$ cat config.mk
export PLATFORM = sky130hd
export DESIGN_NAME = variable_partition_allocator
export DESIGN_NICKNAME = d
export VERILOG_FILES = /design/src/hdl/vpa_pkg.sv /design/src/hdl/vpa_ram.sv /design/src/hdl/vpa_ctrl.sv /design/src/hdl/vpa_datapath.sv /design/src/hdl/variable_partition_allocator.sv
export SDC_FILE = /design/constraint.sdc
export NUM_CORES = 1
export LEC_CHECK = 0
export BUFFER_PORTS_ARGS = -buffer_cell sky130_fd_sc_hd__buf_2
export CORE_MARGIN = 3
export CORE_UTILIZATION = 50
export CTS_CLUSTER_DIAMETER = 200
export CTS_CLUSTER_SIZE = 40
export DETAILED_ROUTE_END_ITERATION = 8
export GPL_TIMING_DRIVEN = 1
export PLACE_DENSITY = 0.66
export SLEW_MARGIN = 25
export SYNTH_ARGS = -nofsm -noshare
export SYNTH_HDL_FRONTEND = slang
export SYNTH_SLANG_ARGS = --single-unit
$ cat constraint.sdc
create_clock -name clk -period 5.1 [get_ports clk]
set_input_delay 0.765 -clock clk [delete_from_list [all_inputs] [get_ports clk]]
set_output_delay 0.765 -clock clk [all_outputs]
set_load 0.02 [all_outputs]
$ cat src/hdl/vpa_pkg.sv
package vpa_pkg;

  localparam logic CMD_ALLOC   = 1'b0;
  localparam logic CMD_RELEASE = 1'b1;

  localparam logic [1:0] STATUS_DONE     = 2'd0;
  localparam logic [1:0] STATUS_NO_FIT   = 2'd1;
  localparam logic [1:0] STATUS_NOT_FOUND = 2'd2;
  localparam logic [1:0] STATUS_BAD      = 2'd3;

  localparam logic [1:0] POLICY_FIRST = 2'd0;
  localparam logic [1:0] POLICY_BEST  = 2'd1;
  localparam logic [1:0] POLICY_WORST = 2'd2;

  localparam int OWNER_W = 8;
  // table word: {begins partition, owner}
  localparam int ENTRY_W = OWNER_W + 1;

  typedef struct packed {
    logic       command;
    logic [7:0] process_id;
    logic [5:0] request_size;
  } vpa_req_t;

  typedef struct packed {
    logic [1:0] status;
    logic [4:0] start_address;
    logic [5:0] block_length;
  } vpa_rsp_t;

  typedef struct packed {
    logic clear_wr;
    logic load;
    logic scan_rd;
    logic scan_eval;
    logic scan_end;
    logic fill_wr;
    logic tail_wr;
    logic post;
  } vpa_cmd_t;

  typedef struct packed {
    logic cnt_last;
    logic bad;
    logic found;
    logic fill_last;
    logic tail_need;
    logic out_free;
  } vpa_sts_t;

endpackage

$ cat src/hdl/vpa_ram.sv
module vpa_ram import vpa_pkg::*; #(
  parameter int WIDTH = 9,
  parameter int DEPTH = 32
) (
  input  logic                     clk,
  input  logic                     we,
  input  logic [$clog2(DEPTH)-1:0] waddr,
  input  logic [WIDTH-1:0]         wdata,
  input  logic [$clog2(DEPTH)-1:0] raddr,
  output logic [WIDTH-1:0]         rdata
);

  logic [WIDTH-1:0] mem [DEPTH];

  always_ff @(posedge clk) begin
    if (we) begin
      mem[waddr] <= wdata;
    end
    rdata <= mem[raddr];
  end

endmodule

$ cat src/hdl/vpa_ctrl.sv
module vpa_ctrl import vpa_pkg::*; (
  input  logic     clk,
  input  logic     rst,
  input  logic     req_valid,
  output logic     req_stall,
  input  vpa_sts_t sts,
  output vpa_cmd_t cmd
);

  localparam logic [3:0] S_CLEAR  = 4'd0;
  localparam logic [3:0] S_IDLE   = 4'd1;
  localparam logic [3:0] S_CHECK  = 4'd2;
  localparam logic [3:0] S_SCAN   = 4'd3;
  localparam logic [3:0] S_DRAIN  = 4'd4;
  localparam logic [3:0] S_CLOSE  = 4'd5;
  localparam logic [3:0] S_DECIDE = 4'd6;
  localparam logic [3:0] S_FILL   = 4'd7;
  localparam logic [3:0] S_TAIL   = 4'd8;
  localparam logic [3:0] S_FINISH = 4'd9;

  logic [3:0] state, state_next;
  logic       eval_pend;

  assign req_stall = (state != S_IDLE);

  always_comb begin
    state_next = state;
    cmd = '0;
    case (state)
      S_CLEAR: begin
        cmd.clear_wr = 1'b1;
        if (sts.cnt_last) state_next = S_IDLE;
      end
      S_IDLE: begin
        if (req_valid) begin
          cmd.load = 1'b1;
          state_next = S_CHECK;
        end
      end
      S_CHECK: begin
        state_next = sts.bad ? S_FINISH : S_SCAN;
      end
      S_SCAN: begin
        cmd.scan_rd = 1'b1;
        cmd.scan_eval = eval_pend;
        if (sts.cnt_last) state_next = S_DRAIN;
      end
      S_DRAIN: begin
        cmd.scan_eval = 1'b1;
        state_next = S_CLOSE;
      end
      S_CLOSE: begin
        cmd.scan_end = 1'b1;
        state_next = S_DECIDE;
      end
      S_DECIDE: begin
        state_next = sts.found ? S_FILL : S_FINISH;
      end
      S_FILL: begin
        cmd.fill_wr = 1'b1;
        if (sts.fill_last) state_next = sts.tail_need ? S_TAIL : S_FINISH;
      end
      S_TAIL: begin
        cmd.tail_wr = 1'b1;
        state_next = S_FINISH;
      end
      S_FINISH: begin
        if (sts.out_free) begin
          cmd.post = 1'b1;
          state_next = S_IDLE;
        end
      end
      default: state_next = S_IDLE;
    endcase
  end

  always_ff @(posedge clk) begin
    if (rst) begin
      state <= S_CLEAR;
      eval_pend <= 1'b0;
    end else begin
      state <= state_next;
      eval_pend <= (state == S_SCAN);
    end
  end

endmodule

$ cat src/hdl/vpa_datapath.sv
module vpa_datapath import vpa_pkg::*; #(
  parameter int MEM_UNITS = 32
) (
  input  logic       clk,
  input  logic       rst,
  input  vpa_cmd_t   cmd,
  output vpa_sts_t   sts,
  input  vpa_req_t   req,
  input  logic       policy_valid,
  input  logic [1:0] policy_data,
  output logic       rsp_valid,
  input  logic       rsp_stall,
  output vpa_rsp_t   rsp
);

  localparam int AW = $clog2(MEM_UNITS);
  localparam int LW = $clog2(MEM_UNITS + 1);
  localparam int CW = LW + 6;
  localparam logic [AW-1:0] LAST_ADDR = AW'(MEM_UNITS - 1);

  logic [1:0]         policy;
  vpa_req_t           cur;
  logic [AW-1:0]      cnt;
  logic [AW-1:0]      rd_addr_q;

  // partition being walked
  logic [AW-1:0]      ps;
  logic [LW-1:0]      pl;
  logic [OWNER_W-1:0] po;
  logic [OWNER_W-1:0] prev_po;

  // chosen partition
  logic               found;
  logic [AW-1:0]      best;
  logic [LW-1:0]      best_len;
  logic               next_free;
  logic               prev_free;

  logic               ram_we;
  logic [AW-1:0]      ram_waddr;
  logic [ENTRY_W-1:0] ram_wdata;
  logic [ENTRY_W-1:0] ram_rdata;

  logic               d_begins;
  logic [OWNER_W-1:0] d_owner;
  logic               opening;
  logic               closing;
  logic               is_alloc;
  logic               cand;
  logic               take;
  logic [LW-1:0]      fill_len;
  logic [AW-1:0]      fill_addr;
  logic [AW-1:0]      tail_addr;
  logic               fill_begins;

  vpa_ram #(.WIDTH(ENTRY_W), .DEPTH(MEM_UNITS)) u_table (
    .clk   (clk),
    .we    (ram_we),
    .waddr (ram_waddr),
    .wdata (ram_wdata),
    .raddr (cnt),
    .rdata (ram_rdata)
  );

  assign d_begins = ram_rdata[ENTRY_W-1];
  assign d_owner  = ram_rdata[OWNER_W-1:0];
  assign is_alloc = (cur.command == CMD_ALLOC);
  assign opening  = d_begins || (rd_addr_q == '0);
  assign closing  = (cmd.scan_eval && opening && (rd_addr_q != '0)) || cmd.scan_end;

  assign cand = (po == '0) && (CW'(pl) >= CW'(cur.request_size));

  always_comb begin
    if (is_alloc) begin
      take = cand && (!found ||
                      (policy == POLICY_BEST && pl < best_len) ||
                      (policy == POLICY_WORST && pl > best_len));
    end else begin
      take = (po == cur.process_id) && !found;
    end
  end

  assign fill_len  = is_alloc ? LW'(cur.request_size) : best_len;
  assign fill_addr = AW'((LW + 1)'(best) + (LW + 1)'(cnt));
  assign tail_addr = AW'((LW + 1)'(best) + (LW + 1)'(fill_len));
  // an allocation always starts a partition; a release joins a free left neighbor
  assign fill_begins = (cnt == '0) && (is_alloc || !prev_free);

  always_comb begin
    ram_we = 1'b0;
    ram_waddr = cnt;
    ram_wdata = '0;
    if (cmd.clear_wr) begin
      ram_we = 1'b1;
      ram_wdata = {cnt == '0, {OWNER_W{1'b0}}};
    end else if (cmd.fill_wr) begin
      ram_we = 1'b1;
      ram_waddr = fill_addr;
      ram_wdata = {fill_begins, is_alloc ? cur.process_id : {OWNER_W{1'b0}}};
    end else if (cmd.tail_wr) begin
      ram_we = 1'b1;
      ram_waddr = tail_addr;
      // split remainder starts a free partition; on release the right neighbor merges
      ram_wdata = {is_alloc, {OWNER_W{1'b0}}};
    end
  end

  assign sts.cnt_last  = (cnt == LAST_ADDR);
  assign sts.bad       = (cur.process_id == '0) || (is_alloc && cur.request_size == '0);
  assign sts.found     = found;
  assign sts.fill_last = ((LW + 1)'(cnt) + (LW + 1)'(1)) == (LW + 1)'(fill_len);
  assign sts.tail_need = is_alloc ? (best_len > fill_len) : next_free;
  assign sts.out_free  = !rsp_valid || !rsp_stall;

  always_ff @(posedge clk) begin
    if (rst) begin
      policy <= POLICY_FIRST;
      cnt <= '0;
      rsp_valid <= 1'b0;
      found <= 1'b0;
    end else begin
      if (policy_valid) policy <= policy_data;

      if (cmd.clear_wr || cmd.scan_rd) begin
        cnt <= (cnt == LAST_ADDR) ? '0 : cnt + AW'(1);
      end else if (cmd.fill_wr) begin
        cnt <= sts.fill_last ? '0 : cnt + AW'(1);
      end else if (cmd.load) begin
        cnt <= '0;
      end

      if (cmd.load) begin
        found <= 1'b0;
      end else if (closing && take) begin
        found <= 1'b1;
      end

      if (cmd.post) begin
        rsp_valid <= 1'b1;
      end else if (!rsp_stall) begin
        rsp_valid <= 1'b0;
      end
    end
  end

  always_ff @(posedge clk) begin
    if (cmd.load) cur <= req;
    if (cmd.scan_rd) rd_addr_q <= cnt;

    if (closing && take) begin
      best <= ps;
      best_len <= pl;
      next_free <= cmd.scan_eval && (d_owner == '0);
      prev_free <= (ps != '0) && (prev_po == '0);
    end

    if (cmd.scan_eval) begin
      if (opening) begin
        ps <= rd_addr_q;
        pl <= LW'(1);
        po <= d_owner;
        prev_po <= po;
      end else begin
        pl <= pl + LW'(1);
      end
    end
  end

  logic [AW+4:0] addr_ext;
  logic [LW+5:0] len_ext;

  assign addr_ext = (AW + 5)'(best);
  assign len_ext  = (LW + 6)'(fill_len);

  always_ff @(posedge clk) begin
    if (cmd.post) begin
      if (sts.bad) begin
        rsp <= '{status: STATUS_BAD, start_address: '0, block_length: '0};
      end else if (!found) begin
        rsp <= '{status: is_alloc ? STATUS_NO_FIT : STATUS_NOT_FOUND,
                 start_address: '0, block_length: '0};
      end else begin
        rsp <= '{status: STATUS_DONE, start_address: addr_ext[4:0],
                 block_length: len_ext[5:0]};
      end
    end
  end

endmodule

$ cat src/hdl/variable_partition_allocator.sv
// Partition allocator over a table of MEM_UNITS units.
// req channel (req_valid/req_stall/req): one word per command, allocate or release.
// rsp channel (rsp_valid/rsp_stall/rsp): exactly one word per accepted command,
// carrying status, start address and partition length.
// policy channel (policy_valid/policy_ready/policy_data): fit policy, always ready;
// write it only while the block is idle.
// After reset the owner table is swept clear, one unit per cycle, over all MEM_UNITS
// units; req_stall stays high during the sweep.
// A rejected command (zero id, or zero size on allocate) is answered without a walk.
// Any other command walks the whole table through the single read port of the
// table RAM, one unit per cycle, then, if a partition was chosen, rewrites it one unit
// per cycle: the requested size plus a split word if the partition is larger on
// allocate; its length plus a merge word if the right neighbor is free on release.
// One command is handled at a time; the next is accepted as soon as the result is
// loaded into the output register, even while that word waits on rsp_stall.
// A stalled result holds; the following command finishes its update and then waits.
module variable_partition_allocator import vpa_pkg::*; #(
  parameter int MEM_UNITS = 32
) (
  input  logic       clk,
  input  logic       rst,
  input  logic       req_valid,
  output logic       req_stall,
  input  vpa_req_t   req,
  output logic       rsp_valid,
  input  logic       rsp_stall,
  output vpa_rsp_t   rsp,
  input  logic       policy_valid,
  output logic       policy_ready,
  input  logic [1:0] policy_data
);

  vpa_cmd_t cmd;
  vpa_sts_t sts;

  assign policy_ready = 1'b1;

  vpa_ctrl u_ctrl (
    .clk       (clk),
    .rst       (rst),
    .req_valid (req_valid),
    .req_stall (req_stall),
    .sts       (sts),
    .cmd       (cmd)
  );

  vpa_datapath #(.MEM_UNITS(MEM_UNITS)) u_datapath (
    .clk          (clk),
    .rst          (rst),
    .cmd          (cmd),
    .sts          (sts),
    .req          (req),
    .policy_valid (policy_valid),
    .policy_data  (policy_data),
    .rsp_valid    (rsp_valid),
    .rsp_stall    (rsp_stall),
    .rsp          (rsp)
  );

endmodule

==> results.md <==
* Area of the multi-input gates at 4500 um^2
* #FFs+latches synth at 384
* Largest vdd supply drop at 316 uV
* Worst reg2reg path endpoint: u_datapath.u_table.mem[9][6]
* Main combinational cell family by area after synthesis: multiplexers
* Final standard cell utilization of the core at 54.6%
* Share of the synthesized netlist area taken by xor and xnor gates at between 1 and 1.5%
* Run status: completed
* Share of total power consumed by net switching at between 20% and 30%
* Primary FF master, synth: sky130_fd_sc_hd__edfxtp_1
* Buffer depth of the longest clock path at 3
* Post-route DRC violation count at 0
* Via count of the first global-routing pass at around 8000
* Half-perimeter wire length of the detailed placement result at 21800 um
* Data arrival, critical path at 4.27 ns
* Number of antenna diodes at 0
* Router iterations before antenna repair at 6
* Total of buffers placed on input and output ports at 36
* CTS clk-pin slew, worst paths at 0.14 ns
* Fraction of the yosys area taken by sequential cells at between 70% and 80%
* Critical path startpoint: u_datapath.cur[14]
* Yosys Warn Count at 0
* Combinational fraction of design power at 21.5%
* Slew at the pin with the worst max-slew slack at around 1.1 ns
* Largest clock skew in the final design at 0.0481 ns
* Unrepaired setup endpoints after global routing: false
* Worst-Skew Late Latency at 0.53 ns
* P_leak at 5.39 nW
* Met3 track utilization from global routing at between 2 and 2.5%
* Share of the cycle needed by the critical path after routing at about four fifths
* Fillcell total at ~2400
* Hold path start: req[6]
* Wire length after detailed routing at 33300 um
* Post-CTS setup buffer count at 0
* Number of antenna violations at the first check in global routing at 0
* Final Max Slew Viols at 0
* Area of all placed cells without fillers at 17300 um^2
* Global-route track usage on met2 at about a third
* Pwr dens at 387 nW/um^2
* FF-to-FF setup slack at ~0.96 ns
* Clock tree from TritonCTS: built
* Most frequent cells in the layout: sky130_fd_sc_hd__edfxtp_1, sky130_fd_sc_hd__mux4_2, sky130_fd_sc_hd__nand2_1, sky130_fd_sc_hd__nor2_1, sky130_fd_sc_hd__buf_4
* Placeable Area at 31600 um^2
* Wire per inst at about 25 um
* Maximum clock rate at 241 MHz
* Number of unique standard cell types used by synthesis at 67
* Nature of the critical path endpoint: flop
* Count of clock tree sinks at 384
* Mean number of vias per cell at 6.05
* # rows at between 60 and 70
* # H-tree levels at 1
* Placed instance area at 16900 um^2
* Crit Path Class: flop to flop
* Termination of the worst setup path: u_datapath.u_table.mem[9][6]
* Maximum number of pins on one net before global-route repair at 66
* Net switching power of the design at 0.00182 W
* Number of failing hold endpoints at the final stage at 0
* Post-synthesis mux area share at a little over an eighth
* Number of enable flip-flop cells after synthesis at between 300 and 400
* Hold buffers post-CTS at 0
* Sequential cell area at 11300 um^2
* Adder-cell share of the synthesized area at 2.58%
* Height of the die at 185 um
* Clock share of power at just over 20%
* Number of DRC markers in iteration 0 at roughly 830
* Most used routing layer in global routing: met2
* Num CTS Buffers at 13
* Num ports at 38
* Final min period at just over 4 ns
* Die area at around 34000 um^2
* Setup TNS at 0 ns
* GRT Residual Overflow at 0
* Startpoint of the worst-slack reg-to-reg timing path: u_datapath.cur[14]
* Simple-gate area share of the yosys netlist at 6.67%
* Syn nets at 958
* Area added between synthesis and finish at 7.32%
* Area fraction in compound gates after synthesis at 4.05%
* Wire length of the first global-routing pass at a little over 50000 um
* Starting density of the core at 50.9%
* Internal power summed over all cells at 0.00487 W
* Final weighted congestion of routability-driven global placement at 0.853
* Required time of the worst setup path at ~5.2 ns
* Final antenna-violating net count at 0
* Count of maximum capacitance violations at 0
* Tot GR Track Use at 20.0%
* Setup violators final at 0
* Mapped Cells at roughly 900
* Critical path startpoint category: flop
* Largest fanout of any net on the critical path at 17
* Share of async-settable or async-resettable flops after synthesis at 0%
* Max-slew headroom at 29.2%
* Worst reg2reg path depth at 10
* Cells resized by post-CTS repair at 0
* Die span in x at 185 um
* Fin nets at between 1000 and 1500
* Met1 layer usage reported by global route at 30.4%
* Root Driver: sky130_fd_sc_hd__clkbuf_16
* Leading cell type in the layout, fill and taps excluded: sky130_fd_sc_hd__edfxtp_1
* Mean instance size in the synthesized netlist at 17.8 um^2
* Total standard cell area after synthesis at 16100 um^2
* Seq pwr share at between 50% and 60%
* HP Class: input pin to flop
* Ratio of cells with drive above 1 in the final layout at 21.1%
* Total vias in the final route at 8198
* Worst Hold Slack at 0.400 ns
==> worst max-delay path: stages, from the launching register on <==
cell                       delay, ns
sky130_fd_sc_hd__edfxtp_1       0.34
sky130_fd_sc_hd__buf_4          0.27
sky130_fd_sc_hd__mux2i_1        0.51
sky130_fd_sc_hd__inv_1          0.19
sky130_fd_sc_hd__fa_1           0.49
sky130_fd_sc_hd__a21o_1         0.18
sky130_fd_sc_hd__a21oi_1        0.17
sky130_fd_sc_hd__xnor2_1        0.13
sky130_fd_sc_hd__mux2i_1        0.12
sky130_fd_sc_hd__a221o_1        0.60
sky130_fd_sc_hd__nor2_1         0.73
==> final cells by class <==
cell class,instances,share of cell area [%]
Clock inverter,1,0.0942
Multi-Input combinational cell,446,26.1
Timing Repair Buffer,75,2.85
Inverter,29,0.630
Sequential cell,384,65.5
Clock buffer,17,1.97
Tap cell,402,2.91
==> state kept, by name, summed over array words and instances, names as in the netlist, 2 cells and up <==
signal	cells
u_datapath.pl	6
u_datapath.rd_addr_q	5
u_datapath.u_table.mem	288
u_ctrl.state	4
u_datapath.po	8
u_datapath.policy	2
u_datapath.prev_po	8
u_datapath.best	5
u_datapath.rsp	13
u_datapath.u_table.rdata	9
u_datapath.ps	5
u_datapath.cur	15
u_datapath.best_len	6
u_datapath.cnt	5
==> cell families (layout without fill, tap and decap cells) <==
kind of cell,count (synthesis),in the layout
compound gates,84,84
fa+ha+maj,32,32
simple gates,208,208
other cells,1,1
xor+xnor,21,21
buf+inv,74,122
mux,100,100
flops,384,384
==> cells in the mapped netlist, types with 5 or more instances <==
cell,instances,share of area (%)
sky130_fd_sc_hd__and3_1,12,0.47
sky130_fd_sc_hd__nand2b_1,8,0.31
sky130_fd_sc_hd__buf_2,10,0.31
sky130_fd_sc_hd__o211ai_1,5,0.23
sky130_fd_sc_hd__inv_1,29,0.68
sky130_fd_sc_hd__a21o_1,11,0.51
sky130_fd_sc_hd__o21ai_0,6,0.19
sky130_fd_sc_hd__a221oi_1,5,0.27
sky130_fd_sc_hd__nand2_1,50,1.2
sky130_fd_sc_hd__dfxtp_1,23,2.9
sky130_fd_sc_hd__clkbuf_1,18,0.42
sky130_fd_sc_hd__edfxtp_1,361,67
sky130_fd_sc_hd__buf_1,12,0.28
sky130_fd_sc_hd__xor2_1,13,0.71
sky130_fd_sc_hd__mux4_2,90,13
sky130_fd_sc_hd__mux2i_1,8,0.50
sky130_fd_sc_hd__nor3_1,34,1.1
sky130_fd_sc_hd__nor4_1,8,0.31
sky130_fd_sc_hd__ha_1,30,2.3
sky130_fd_sc_hd__nand3_1,8,0.25
sky130_fd_sc_hd__nor2_1,46,1.1
sky130_fd_sc_hd__and2_1,10,0.39
sky130_fd_sc_hd__xnor2_1,8,0.44
sky130_fd_sc_hd__a21oi_1,18,0.56
==> through the flow <==
step                      power (W)  setup slack, ns  cells
after floorplan             0.00496             1.35    904
after global placement      0.00537             1.16   1335
after detailed placement    0.00539             1.04   1335
after CTS                   0.00671            0.986   1353
after global routing        0.00699            0.716   1354
final                       0.00669            0.957   1354
==> worst min path at each step <==
stage	cells after the start	to	slack, ns
after global placement	0	u_datapath.po[4]	0.42
after global routing	1	u_datapath.cur[12]	0.38
after floorplan	0	u_datapath.po[0]	0.41
after detailed placement	0	u_datapath.po[4]	0.42
final	1	u_datapath.cur[6]	0.40
after CTS	1	u_datapath.cur[6]	0.39
==> routing by layer <==
layer / part of all wire, % / routed length [um]
met5: 0 / 0
met4: 1.9 / 627
met3: 4.8 / 1580
met2: 48 / 16100
met1: 45 / 15000
==> power groups by stage <==
| stage | clock network [W] | registers, W | logic, W |
|---|---|---|---|
| after detailed placement | 0 | 0.00398 | 0.00141 |
| after global placement | 0 | 0.00398 | 0.00139 |
| after CTS | 0.00139 | 0.00391 | 0.00141 |
| after global routing | 0.00149 | 0.00394 | 0.00155 |
| final | 0.00135 | 0.00390 | 0.00144 |
| after floorplan | 0 | 0.00383 | 0.00113 |
(Power assumes the default switching activity.)
